$ cat src/splitmix64_generator_macros.svh
// ----------------------------------------------------------------------------
// SplitMix64 generator assertion macros
// Shared concurrent assertion forms, clocked on clk, disabled while rst_n low.
// ----------------------------------------------------------------------------
`ifndef SPLITMIX64_GENERATOR_MACROS_SVH
`define SPLITMIX64_GENERATOR_MACROS_SVH

// same-cycle implication
`define SMX_ASSERT_IMP(label, ante, cons, msg) \
    label: assert property (@(posedge clk) disable iff (!rst_n) (ante) |-> (cons)) \
        else $error(msg);

// next-cycle implication
`define SMX_ASSERT_NXT(label, ante, cons, msg) \
    label: assert property (@(posedge clk) disable iff (!rst_n) (ante) |=> (cons)) \
        else $error(msg);

`endif

$ cat src/smx_pkg.sv
// ----------------------------------------------------------------------------
// smx_pkg
// Types and constants shared by the SplitMix64 generator modules.
// ----------------------------------------------------------------------------
package smx_pkg;

    localparam logic [63:0] SM_INCREMENT = 64'h9e3779b97f4a7c15;
    localparam logic [63:0] SM_MULT_A    = 64'hbf58476d1ce4e5b9;
    localparam logic [63:0] SM_MULT_B    = 64'h94d049bb133111eb;
    localparam int          SM_SHIFT_A   = 30;
    localparam int          SM_SHIFT_B   = 27;
    localparam int          SM_SHIFT_C   = 31;

    // restoring modulo: one dividend bit per step
    localparam int MOD_STEPS = 64;
    localparam int MOD_CNT_W = $clog2(MOD_STEPS);

    // partial products of the 64x64 low-half multiply
    localparam logic [1:0] PH_LL  = 2'd0;
    localparam logic [1:0] PH_LH  = 2'd1;
    localparam logic [1:0] PH_HL  = 2'd2;
    localparam logic [1:0] PH_SUM = 2'd3;

    typedef struct packed {
        logic        action;
        logic [63:0] seed_value;
        logic [31:0] bound;
    } in_t;

    typedef struct packed {
        logic [63:0] raw_value;
        logic [31:0] bounded_value;
        logic        coin;
        logic [63:0] state_after;
    } out_t;

    typedef enum logic [2:0] {
        OP_IDLE,
        OP_CAPTURE,
        OP_ADV,
        OP_MUL,
        OP_XSB,
        OP_FIN,
        OP_MOD,
        OP_EMIT
    } op_t;

    typedef struct packed {
        op_t        op;
        logic       mul_b;
        logic [1:0] phase;
    } cmd_t;

    typedef struct packed {
        logic act;
    } status_t;

endpackage

$ cat src/smx_dpath.sv
// ----------------------------------------------------------------------------
// smx_dpath
// Generator state, mixing datapath with one shared 32x32 multiplier,
// bit-serial modulo and the result register.
// ----------------------------------------------------------------------------
`include "splitmix64_generator_macros.svh"

module smx_dpath
    import smx_pkg::*;
(
    input  logic    clk,
    input  logic    rst_n,
    input  cmd_t    cmd,
    input  in_t     in_data,
    output status_t status,
    output out_t    out_data
);

    logic [63:0] state_reg;
    logic [63:0] state_next;
    logic [63:0] v_reg;
    logic [63:0] prod_reg;
    logic [63:0] acc_reg;
    logic [63:0] seed_reg;
    logic [31:0] bound_reg;
    logic        act_reg;
    logic [63:0] raw_reg;
    logic [63:0] div_reg;
    logic [31:0] rem_reg;
    out_t        out_reg;

    logic [63:0] adv_sum;
    logic [63:0] mul_const;
    logic [31:0] mul_x;
    logic [31:0] mul_y;
    logic [63:0] mul_p;
    logic [63:0] fin_val;
    logic [32:0] trial;
    logic [32:0] trial_sub;

    assign adv_sum   = state_reg + SM_INCREMENT;
    assign mul_const = cmd.mul_b ? SM_MULT_B : SM_MULT_A;
    assign fin_val   = v_reg ^ (v_reg >> SM_SHIFT_C);
    assign trial     = {rem_reg, div_reg[63]};
    assign trial_sub = trial - {1'b0, bound_reg};

    always_comb
    begin
        unique case (cmd.phase)
            PH_LL:
            begin
                mul_x = v_reg[31:0];
                mul_y = mul_const[31:0];
            end
            PH_LH:
            begin
                mul_x = v_reg[31:0];
                mul_y = mul_const[63:32];
            end
            PH_HL:
            begin
                mul_x = v_reg[63:32];
                mul_y = mul_const[31:0];
            end
            default:
            begin
                mul_x = v_reg[31:0];
                mul_y = mul_const[31:0];
            end
        endcase
    end

    assign mul_p = 64'(mul_x) * 64'(mul_y);

    always_comb
    begin
        state_next = state_reg;
        if (cmd.op == OP_ADV)
        begin
            state_next = adv_sum;
        end
        else if (cmd.op == OP_EMIT && act_reg)
        begin
            state_next = seed_reg;
        end
    end

    always_ff @(posedge clk or negedge rst_n)
    begin
        if (!rst_n)
        begin
            state_reg <= '0;
        end
        else
        begin
            state_reg <= state_next;
        end
    end

    always_ff @(posedge clk)
    begin
        unique case (cmd.op)
            OP_CAPTURE:
            begin
                act_reg   <= in_data.action;
                seed_reg  <= in_data.seed_value;
                bound_reg <= in_data.bound;
            end
            OP_ADV:
            begin
                v_reg <= adv_sum ^ (adv_sum >> SM_SHIFT_A);
            end
            OP_MUL:
            begin
                unique case (cmd.phase)
                    PH_LL:
                    begin
                        prod_reg <= mul_p;
                    end
                    PH_LH:
                    begin
                        acc_reg  <= prod_reg;
                        prod_reg <= mul_p;
                    end
                    PH_HL:
                    begin
                        acc_reg[63:32] <= acc_reg[63:32] + prod_reg[31:0];
                        prod_reg       <= mul_p;
                    end
                    default:
                    begin
                        v_reg <= {acc_reg[63:32] + prod_reg[31:0], acc_reg[31:0]};
                    end
                endcase
            end
            OP_XSB:
            begin
                v_reg <= v_reg ^ (v_reg >> SM_SHIFT_B);
            end
            OP_FIN:
            begin
                raw_reg <= fin_val;
                div_reg <= fin_val;
                rem_reg <= '0;
            end
            OP_MOD:
            begin
                // restore when the trial remainder falls below the bound
                if (trial >= {1'b0, bound_reg})
                begin
                    rem_reg <= trial_sub[31:0];
                end
                else
                begin
                    rem_reg <= trial[31:0];
                end
                div_reg <= {div_reg[62:0], 1'b0};
            end
            OP_EMIT:
            begin
                if (act_reg)
                begin
                    out_reg.raw_value     <= '0;
                    out_reg.bounded_value <= '0;
                    out_reg.coin          <= 1'b0;
                    out_reg.state_after   <= seed_reg;
                end
                else
                begin
                    out_reg.raw_value     <= raw_reg;
                    out_reg.bounded_value <= (bound_reg == '0) ? '0 : rem_reg;
                    out_reg.coin          <= raw_reg[0];
                    out_reg.state_after   <= state_reg;
                end
            end
            default:
            begin
            end
        endcase
    end

    assign status.act = act_reg;
    assign out_data   = out_reg;

    `SMX_ASSERT_NXT(a_draw_coin, cmd.op == OP_EMIT && !act_reg,
        out_reg.coin == out_reg.raw_value[0], "coin differs from raw value lsb")
    `SMX_ASSERT_NXT(a_seed_result, cmd.op == OP_EMIT && act_reg,
        out_reg.raw_value == '0 && out_reg.state_after == state_reg,
        "reseed result does not match loaded state")
    `SMX_ASSERT_IMP(a_rem_range, cmd.op == OP_MOD && bound_reg != '0,
        rem_reg < bound_reg, "partial remainder not below the bound")

endmodule

$ cat src/smx_ctrl.sv
// ----------------------------------------------------------------------------
// smx_ctrl
// Sequencer for the SplitMix64 generator: steps the datapath through the
// mixing rounds and the modulo, and owns the result transfer handshake.
// ----------------------------------------------------------------------------
`include "splitmix64_generator_macros.svh"

module smx_ctrl
    import smx_pkg::*;
(
    input  logic    clk,
    input  logic    rst_n,
    input  logic    in_valid,
    output logic    in_ready,
    output logic    out_valid,
    input  logic    out_ready,
    input  status_t status,
    output cmd_t    cmd
);

    typedef enum logic [4:0] {
        ST_IDLE,
        ST_CHECK,
        ST_ADV,
        ST_MA0,
        ST_MA1,
        ST_MA2,
        ST_MA3,
        ST_XSB,
        ST_MB0,
        ST_MB1,
        ST_MB2,
        ST_MB3,
        ST_FIN,
        ST_MOD,
        ST_EMIT
    } state_t;

    state_t                 state_reg;
    logic [MOD_CNT_W-1:0]   cnt_reg;
    logic                   out_valid_reg;
    logic                   emit_go;

    // result register is free when empty or being drained this cycle
    assign emit_go = !out_valid_reg || out_ready;

    always_comb
    begin
        cmd.op    = OP_IDLE;
        cmd.mul_b = 1'b0;
        cmd.phase = PH_LL;
        unique case (state_reg)
            ST_IDLE:  cmd.op = in_valid ? OP_CAPTURE : OP_IDLE;
            ST_CHECK: cmd.op = OP_IDLE;
            ST_ADV:   cmd.op = OP_ADV;
            ST_MA0:   begin cmd.op = OP_MUL; cmd.phase = PH_LL;  end
            ST_MA1:   begin cmd.op = OP_MUL; cmd.phase = PH_LH;  end
            ST_MA2:   begin cmd.op = OP_MUL; cmd.phase = PH_HL;  end
            ST_MA3:   begin cmd.op = OP_MUL; cmd.phase = PH_SUM; end
            ST_XSB:   cmd.op = OP_XSB;
            ST_MB0:   begin cmd.op = OP_MUL; cmd.mul_b = 1'b1; cmd.phase = PH_LL;  end
            ST_MB1:   begin cmd.op = OP_MUL; cmd.mul_b = 1'b1; cmd.phase = PH_LH;  end
            ST_MB2:   begin cmd.op = OP_MUL; cmd.mul_b = 1'b1; cmd.phase = PH_HL;  end
            ST_MB3:   begin cmd.op = OP_MUL; cmd.mul_b = 1'b1; cmd.phase = PH_SUM; end
            ST_FIN:   cmd.op = OP_FIN;
            ST_MOD:   cmd.op = OP_MOD;
            ST_EMIT:  cmd.op = emit_go ? OP_EMIT : OP_IDLE;
            default:  cmd.op = OP_IDLE;
        endcase
    end

    always_ff @(posedge clk or negedge rst_n)
    begin
        if (!rst_n)
        begin
            state_reg     <= ST_IDLE;
            cnt_reg       <= '0;
            out_valid_reg <= 1'b0;
        end
        else
        begin
            // a new result takes the register even while the old one drains
            if (state_reg == ST_EMIT && emit_go)
            begin
                out_valid_reg <= 1'b1;
            end
            else if (out_ready)
            begin
                out_valid_reg <= 1'b0;
            end
            unique case (state_reg)
                ST_IDLE:
                begin
                    if (in_valid)
                    begin
                        state_reg <= ST_CHECK;
                    end
                end
                ST_CHECK: state_reg <= status.act ? ST_EMIT : ST_ADV;
                ST_ADV:   state_reg <= ST_MA0;
                ST_MA0:   state_reg <= ST_MA1;
                ST_MA1:   state_reg <= ST_MA2;
                ST_MA2:   state_reg <= ST_MA3;
                ST_MA3:   state_reg <= ST_XSB;
                ST_XSB:   state_reg <= ST_MB0;
                ST_MB0:   state_reg <= ST_MB1;
                ST_MB1:   state_reg <= ST_MB2;
                ST_MB2:   state_reg <= ST_MB3;
                ST_MB3:   state_reg <= ST_FIN;
                ST_FIN:
                begin
                    cnt_reg   <= '0;
                    state_reg <= ST_MOD;
                end
                ST_MOD:
                begin
                    cnt_reg <= cnt_reg + 1'b1;
                    if (cnt_reg == MOD_CNT_W'(MOD_STEPS - 1))
                    begin
                        state_reg <= ST_EMIT;
                    end
                end
                ST_EMIT:
                begin
                    // hold until the result register can take the transfer
                    if (emit_go)
                    begin
                        state_reg <= ST_IDLE;
                    end
                end
                default:  state_reg <= ST_IDLE;
            endcase
        end
    end

    assign in_ready  = (state_reg == ST_IDLE);
    assign out_valid = out_valid_reg;

    `SMX_ASSERT_NXT(a_accept_check, in_valid && state_reg == ST_IDLE,
        state_reg == ST_CHECK, "accepted item did not start the sequence")
    `SMX_ASSERT_NXT(a_mod_end, state_reg == ST_MOD && cnt_reg == MOD_CNT_W'(MOD_STEPS - 1),
        state_reg == ST_EMIT, "modulo did not end after the last step")
    `SMX_ASSERT_NXT(a_emit_valid, state_reg == ST_EMIT && emit_go,
        out_valid_reg && state_reg == ST_IDLE, "emitted result not presented")

endmodule

$ cat src/splitmix64_generator.sv
// A draw runs from the input transfer to out_valid; a new item can be taken in
// the cycle in which out_valid rises. A draw's length is set by the 64-step
// restoring modulo and the multiply passes through the shared 32x32 multiplier.
// A reseed goes from the capture and check steps straight to the emit step.
// A finished result waits in the output register while the next item is taken.
// Reset (rst_n, asynchronous, active low) clears the generator state to zero.
// ----------------------------------------------------------------------------
// splitmix64_generator
// SplitMix64 pseudo-random generator with bounded draw and coin output.
// ----------------------------------------------------------------------------
module splitmix64_generator
    import smx_pkg::*;
(
    input  logic clk,
    input  logic rst_n,
    input  logic in_valid,
    output logic in_ready,
    input  in_t  in_data,
    output logic out_valid,
    input  logic out_ready,
    output out_t out_data
);

    cmd_t    cmd;
    status_t status;

    smx_ctrl u_ctrl (
        .clk       (clk),
        .rst_n     (rst_n),
        .in_valid  (in_valid),
        .in_ready  (in_ready),
        .out_valid (out_valid),
        .out_ready (out_ready),
        .status    (status),
        .cmd       (cmd)
    );

    smx_dpath u_dpath (
        .clk      (clk),
        .rst_n    (rst_n),
        .cmd      (cmd),
        .in_data  (in_data),
        .status   (status),
        .out_data (out_data)
    );

endmodule
$ cat config.mk
export PLATFORM = sky130hd
export DESIGN_NAME = splitmix64_generator
export DESIGN_NICKNAME = d
export VERILOG_FILES = /design/src/smx_pkg.sv /design/src/smx_dpath.sv /design/src/smx_ctrl.sv /design/src/splitmix64_generator.sv
export VERILOG_INCLUDE_DIRS = /design/src /design/src/src
export SDC_FILE = /design/constraint.sdc
export NUM_CORES = 2
export LEC_CHECK = 0
export BUFFER_PORTS_ARGS = -buffer_cell sky130_fd_sc_hd__buf_2
export CORE_UTILIZATION = 55
export CTS_BUF_LIST = sky130_fd_sc_hd__clkbuf_4 sky130_fd_sc_hd__clkbuf_8
export DETAILED_ROUTE_END_ITERATION = 12
export HOLD_SLACK_MARGIN = 0.02
export PLACE_DENSITY = 0.83
export SKIP_LAST_GASP = 1
export SYNTH_ARGS = -nofsm -noshare
export SYNTH_HDL_FRONTEND = slang
export SYNTH_SLANG_ARGS = --single-unit
$ cat constraint.sdc
create_clock -name clk -period 11 [get_ports clk]
set_input_delay 0.55 -clock clk [delete_from_list [all_inputs] [get_ports clk]]
set_output_delay 0.55 -clock clk [all_outputs]
set_load 0.005 [all_outputs]
## Yosys cells after proc, flatten, opt, wreduce, memory -nomap -nowiden

Cells that the tools add are included.

- Bits in registers: 686
- Input bits: 101
- Output and inout port bits: 163
- Word-level logic and storage cells: 105

- Add/sub/neg operators: 4
- Multiply operators: 1
- Magnitude comparators: 1
- Eq/ne operators: 28
- Mux-type cells: 25
- Bitwise logic cells: 3
- Reduce and logical (&&, ||, !) cells: 25

Operators with widths:

| cell | number |
|---|---|
| $mux 64 | 4 |
| $pmux 64 s3 | 1 |
| $pmux 32 s2 | 2 |
| $pmux 64 s2 | 1 |
| $mux 32 | 3 |
| $pmux 5 s15 | 1 |
| $add 64x64->64 const B | 1 |
| $mul 32x32->64 | 1 |
| $xor 64x33->64 | 1 |
| $xor 64x34->64 | 1 |
| $xor 64x37->64 | 1 |
| $mux 62 | 1 |
| $eq 5x4->1 const B | 7 |
| $ge 33x32->1 | 1 |
| $add 32x32->32 | 1 |
| $logic_not 32->1 | 1 |
| $sub 32x32->32 | 1 |
| $pmux 3 s7 | 1 |
| $eq 5x3->1 const B | 4 |
| $mux 5 | 3 |
| $eq 3x3->1 const B | 4 |
| $pmux 6 s2 | 1 |
| $eq 5x2->1 const B | 2 |
| $reduce_bool 2->1 | 5 |
| 25 further kinds | 38 |

## Depth between registers and ports, before layout

- Depth after elaboration: 8
- Depth in mapped cells: 39
- Mapped depth without buffers: 34

## Cells and area by module

A second synthesis with hierarchy kept.

- Cell total of the unflattened synthesis: 5815
- Area, all modules: 61811.8 um^2

By module, submodules not included:

| module | times used | cells an instance | area each (um^2) | sequential area each (um^2) |
|---|---|---|---|---|
| smx_dpath | 1 | 5719 | 61029.8 | 19889.1 |
| smx_ctrl | 1 | 96 | 782.0 | 275.3 |

## Worst setup path after synthesis

OpenSTA, ideal clock, no wires.

- Path kind: reg-to-reg
- Start: register u_ctrl.state_reg[1]
- End: register u_dpath.state_reg[47]
- Setup time: 0.077 ns
- Arrival time: 10.267 ns
- Data required time: 10.923 ns
- Path slack: 0.655 ns
- Cell stages (with the launch flop): 10
- Path buffers: 2
- Clock period less this slack: 10.345 ns
- Cell sequence: dfrtp_1 -> clkbuf_1 -> nand2b_1 -> or2_2 -> nor2_1 -> nand2_1 -> nand2_1 -> clkbuf_1 -> o21ai_0 -> a21oi_1

- Word-level cells in the longest chain between the ends: 6
- Elaborated cells on any way between the ends: 21
- Classes of those cells: eq/ne: 15; mux: 2; reduce/logical: 4

Ends and longest elaborated chain:

| item | line | RTL |
|---|---|---|
| start, declared | smx_ctrl.sv:39 | `state_t state_reg;` |
| start signal, assigned | smx_ctrl.sv:99 | `ST_CHECK: state_reg <= status.act ? ST_EMIT : ST_ADV;` |
| $eq 5x2->1, or another cell as far along | smx_ctrl.sv:52 | `unique case (state_reg)` |
| $reduce_or 8->1 (no source line) | -- |  |
| $pmux 3 s7 * | smx_ctrl.sv:52 |  |
| $eq 3x3->1 | smx_dpath.sv:82 | `else if (cmd.op == OP_EMIT && act_reg)` |
| $logic_and 1x1->1 | smx_dpath.sv:82 |  |
| $reduce_bool 2->1 (no source line) | -- |  |
| end signal, assigned | smx_dpath.sv:96 | `state_reg <= state_next;` |
| end, declared | smx_dpath.sv:19 | `logic [63:0] state_reg;` |

Mark *: on every way between the ends. The rest lies on a longest branch, timed or not.
A chain may end at the register's enable or synchronous reset.

## Worst setup path after layout

- Start: register u_ctrl.state_reg[3]
- End: register u_dpath.prod_reg[60] (data pin)

- Word-level cells in the longest chain between the ends: 6
- Elaborated cells on any way between the ends: 19
- Classes of those cells: mul: 1; eq/ne: 9; mux: 5; reduce/logical: 4

Ends and longest elaborated chain:

| item | line | RTL |
|---|---|---|
| $eq 5x3->1 / $eq 5x4->1 (equally long branches) | smx_ctrl.sv:52 |  |
| $reduce_or 2->1 (no source line) / $reduce_or 4->1 (equally long branches) | -- |  |
| $pmux 2 s3 / $mux 1 (equally long branches) | smx_ctrl.sv:52 |  |
| $eq 2x2->1, or another cell as far along | smx_dpath.sv:49 | `unique case (cmd.phase)` |
| $mux 32 | smx_dpath.sv:49 |  |
| $mul 32x32->64 * | smx_dpath.sv:73 | `assign mul_p = 64'(mul_x) * 64'(mul_y);` |
| via u_dpath.mul_p[60] | smx_dpath.sv:36 | `logic [63:0] mul_p;` |
| end signal, assigned | smx_dpath.sv:118 | `prod_reg <= mul_p;` |
| end signal, assigned | smx_dpath.sv:123 | `prod_reg <= mul_p;` |
| end signal, assigned | smx_dpath.sv:128 | `prod_reg <= mul_p;` |
| end, declared | smx_dpath.sv:22 | `logic [63:0] prod_reg;` |

The timed path passes the listed nets; every way through them passes the cells marked *.

==> key figures <==
STA
  – RSZ-0062 raised after global routing: no
  – Final setup fails: 0
  – Final Max Slew Viols: 0
  – Clock skew: 0.0598 ns
  – Worst-Margin Slew: 1.10 ns
  – Fin crit period: 10.41 ns
  – Relative slew margins: 26.6%
  – FMAX: 96.1 MHz
  – Final period util: 94.6%
  – Setup TNS: 0 ns
  – Final hold vios: 0

Clock network
  – Max clock buf depth: 3
  – CTS tree: done
  – Worst-path clk slew: 0.07 ns
  – Clock sinks: 684
  – CTS root buffer: clkbuf_8
  – Total CTS buffers: 98
  – Clock Latency Late Sink: 0.77 ns
  – H-Tree Depth: 3

Floorplanning
  – Die Wd: 337 µm
  – Die height: 337 µm
  – Initial Utilization: 55.6%
  – Core area: 0.111 mm²
  – Die footprint: 0.114 mm²
  – Row cnt: 122
  – # IOs: 264

Outcome
  – Outcome: finished clean

Hold path
  – Worst Hold Class: primary input to flip-flop

Yosys
  – Post-synth EDFFs: 609
  – Top cells by area, synth: edfxtp_1 30%, fa_1 26%, ha_1 8.6%
  – Sequential area share after synthesis: 32.7%
  – Synth Register Bits: 684
  – Cell accounting for the most synthesized area: edfxtp_1
  – Main synth FF type: edfxtp_1
  – Most frequent cell after synthesis: inv_1
  – Post-synth top area share: 29.6%
  – Synth async-reset ratio: 11.0%
  – Post-Syn Area: 0.0617 mm²
  – YS warnings: 0
  – Cells after Synth: 5732
  – Top cells by count, synth: 1056 x inv_1, 797 x fa_1, 609 x edfxtp_1
  – Netlist cell types: 89
  – Average size of a mapped cell: 10.8 µm²
  – Post-synth net total: 7056

Global routing
  – Global-route wire length before repair: 296 mm
  – Vias in the first global route: 46495
  – Largest net degree at the start of global routing: 161
  – Total GRT Usage: 35.7%
  – Initial antenna violation count: 3
  – Grt ovf: 0

Setup path
  – Critical Path AT: 10.89 ns
  – Crit Path Class: flip-flop to flip-flop
  – WP data required: 11.49 ns
  – Crit end category: flip-flop
  – Crit path max fanout: 33
  – Critical path's slowest cell: ha_2
  – Crit path top cell by count: fa_1
  – Crit path largest cell delay: 0.69 ns
  – CP Launch Type: flip-flop

Pwr
  – Leak: 0.0312 µW
  – Worst VDD drop: 0.0974 mV
  – Clock group share of total power: 43.4%
  – Flop pwr share: 55.5%
  – Sw power: 1060 µW
  – Pwr per Cell Area: 73.9 mW/mm²
  – Combinational share of power: 1.1%
  – Final Power: 5040 µW
  – Net Sw Frac: 21.0%
  – Cell Int Power: 3980 µW

Final layout
  – Area growth from synthesis to layout: 10.4%
  – Max FFs per register: 160
  – Ratio of cells with drive above 1 in the final layout: 11.7%
  – Fin cells: 7660
  – NumNets Final: 7411

Route
  – Drt total wl: 201 mm
  – Iteration-0 DRC Markers: 5089
  – Drt wl/cell: 26.2 µm
  – Vias: 45373
  – DRC viols: 0
  – Drt first pass iters: 6
  – Routed Antenna Nets: 0
  – Via/cell ratio: 5.92

Job
  – Max-Cap Viols: 0

Placed design
  – Gpl congestion: 1.02
  – Inst Count DP: 7372
  – Port Buffers: 263
  – Post-DP HPWL: 161 mm
-- power by group through the flow --
stage,combinational [µW],clock [µW],sequential [µW]
floorplan,0.0779,0,2850
global placement,26.7,0,2850
detailed placement,26.9,0,2850
CTS,54.3,2200,2790
global route,58.8,2300,2790
finish,55.2,2190,2790
-- repair_timing --
action,CTS,global route
hold endpoints to repair,118,0
hold buffers,98,0
setup endpoints to repair,0,7
buffers inserted,0,5
resized for setup,0,3
-- routing by layer --
layer	share of wire, %	vias to the layer above	GRT usage (%)
li1	-	19485	-
met1	39	22749	47.3
met2	47	2588	57.9
met3	8.5	551	5.16
met4	5.7	0	17.4
met5	0	-	0
-- layout by cell type, fill, tap and decap left out, drive strengths merged, types with 98 or more instances in the layout --
master / n
mux2: 118
dlygate4sd3: 98
clkbuf: 121
xor2: 149
inv: 1064
a21oi: 238
fa: 797
nand2: 394
o21ai: 204
buf: 369
xnor2: 158
edfxtp: 609
nor2: 410
ha: 426
-- cell families after synthesis --
kind of cell,after synthesis,share of synthesized area [%]
mux,150,2.67
flops,684,32.7
buf+inv,1282,7.83
compound gates,851,8.88
xor+xnor,307,4.37
simple gates,1235,9.13
fa+ha+maj,1223,34.5
-- critical path, delay by kind of cell, from the launching register on --
family / cells / cell delay, ns
compound gates: 9 / 2.21
xor+xnor: 2 / 0.21
fa+ha+maj: 10 / 4.85
buf+inv: 6 / 0.73
flops: 1 / 0.64
simple gates: 5 / 1.45
-- stage by stage --
| step | setup slack (ns) | utilization, % | hold slack [ns] | area [µm²] |
|---|---|---|---|---|
| final | 0.593 | 61.4 | 0.150 | 68200 |
| after floorplan | 0.655 | - | 0.254 | 61700 |
| after global placement | 0.287 | 58.6 | 0.459 | 65000 |
| after CTS | 0.148 | 61.4 | 0.102 | 68100 |
| after detailed placement | 0.137 | 58.6 | 0.457 | 65000 |
| after global routing | 0.191 | 61.4 | 0.150 | 68200 |
-- layout make-up --
cell class	count	area, µm²
fillers	8960	42800
multi-input cells	3766	36900
flip-flops and latches	684	20200
inverters	1070	4020
repair buffers	467	3170
well taps	1488	1860
clock buffers	121	1540
clock inverters	62	566
diodes	2	5.00
-- path summary, 6_finish.rpt --
kind	slack, ns	cells after the start	from	endpoint
setup / recovery	0.59	32	u_ctrl.state_reg[3]$_DFFE_PN0P_	u_dpath.prod_reg[60]$_DFFE_PP_
hold / removal	0.15	3	out_ready	u_ctrl.out_valid$_DFFE_PN0P_
setup reg to reg	0.59	32	u_ctrl.state_reg[3]$_DFFE_PN0P_	u_dpath.prod_reg[60]$_DFFE_PP_
hold reg to reg	0.50	0	u_dpath.prod_reg[3]$_DFFE_PP_	u_dpath.acc_reg[3]$_DFFE_PP_
max in group asynchronous	9.55	3	rst_n	u_ctrl.cnt_reg[4]$_DFFE_PN0P_
min in group asynchronous	0.22	2	rst_n	u_dpath.state_reg[36]$_DFFE_PN0P_
Note: power is estimated with default switching activity, not from simulation.
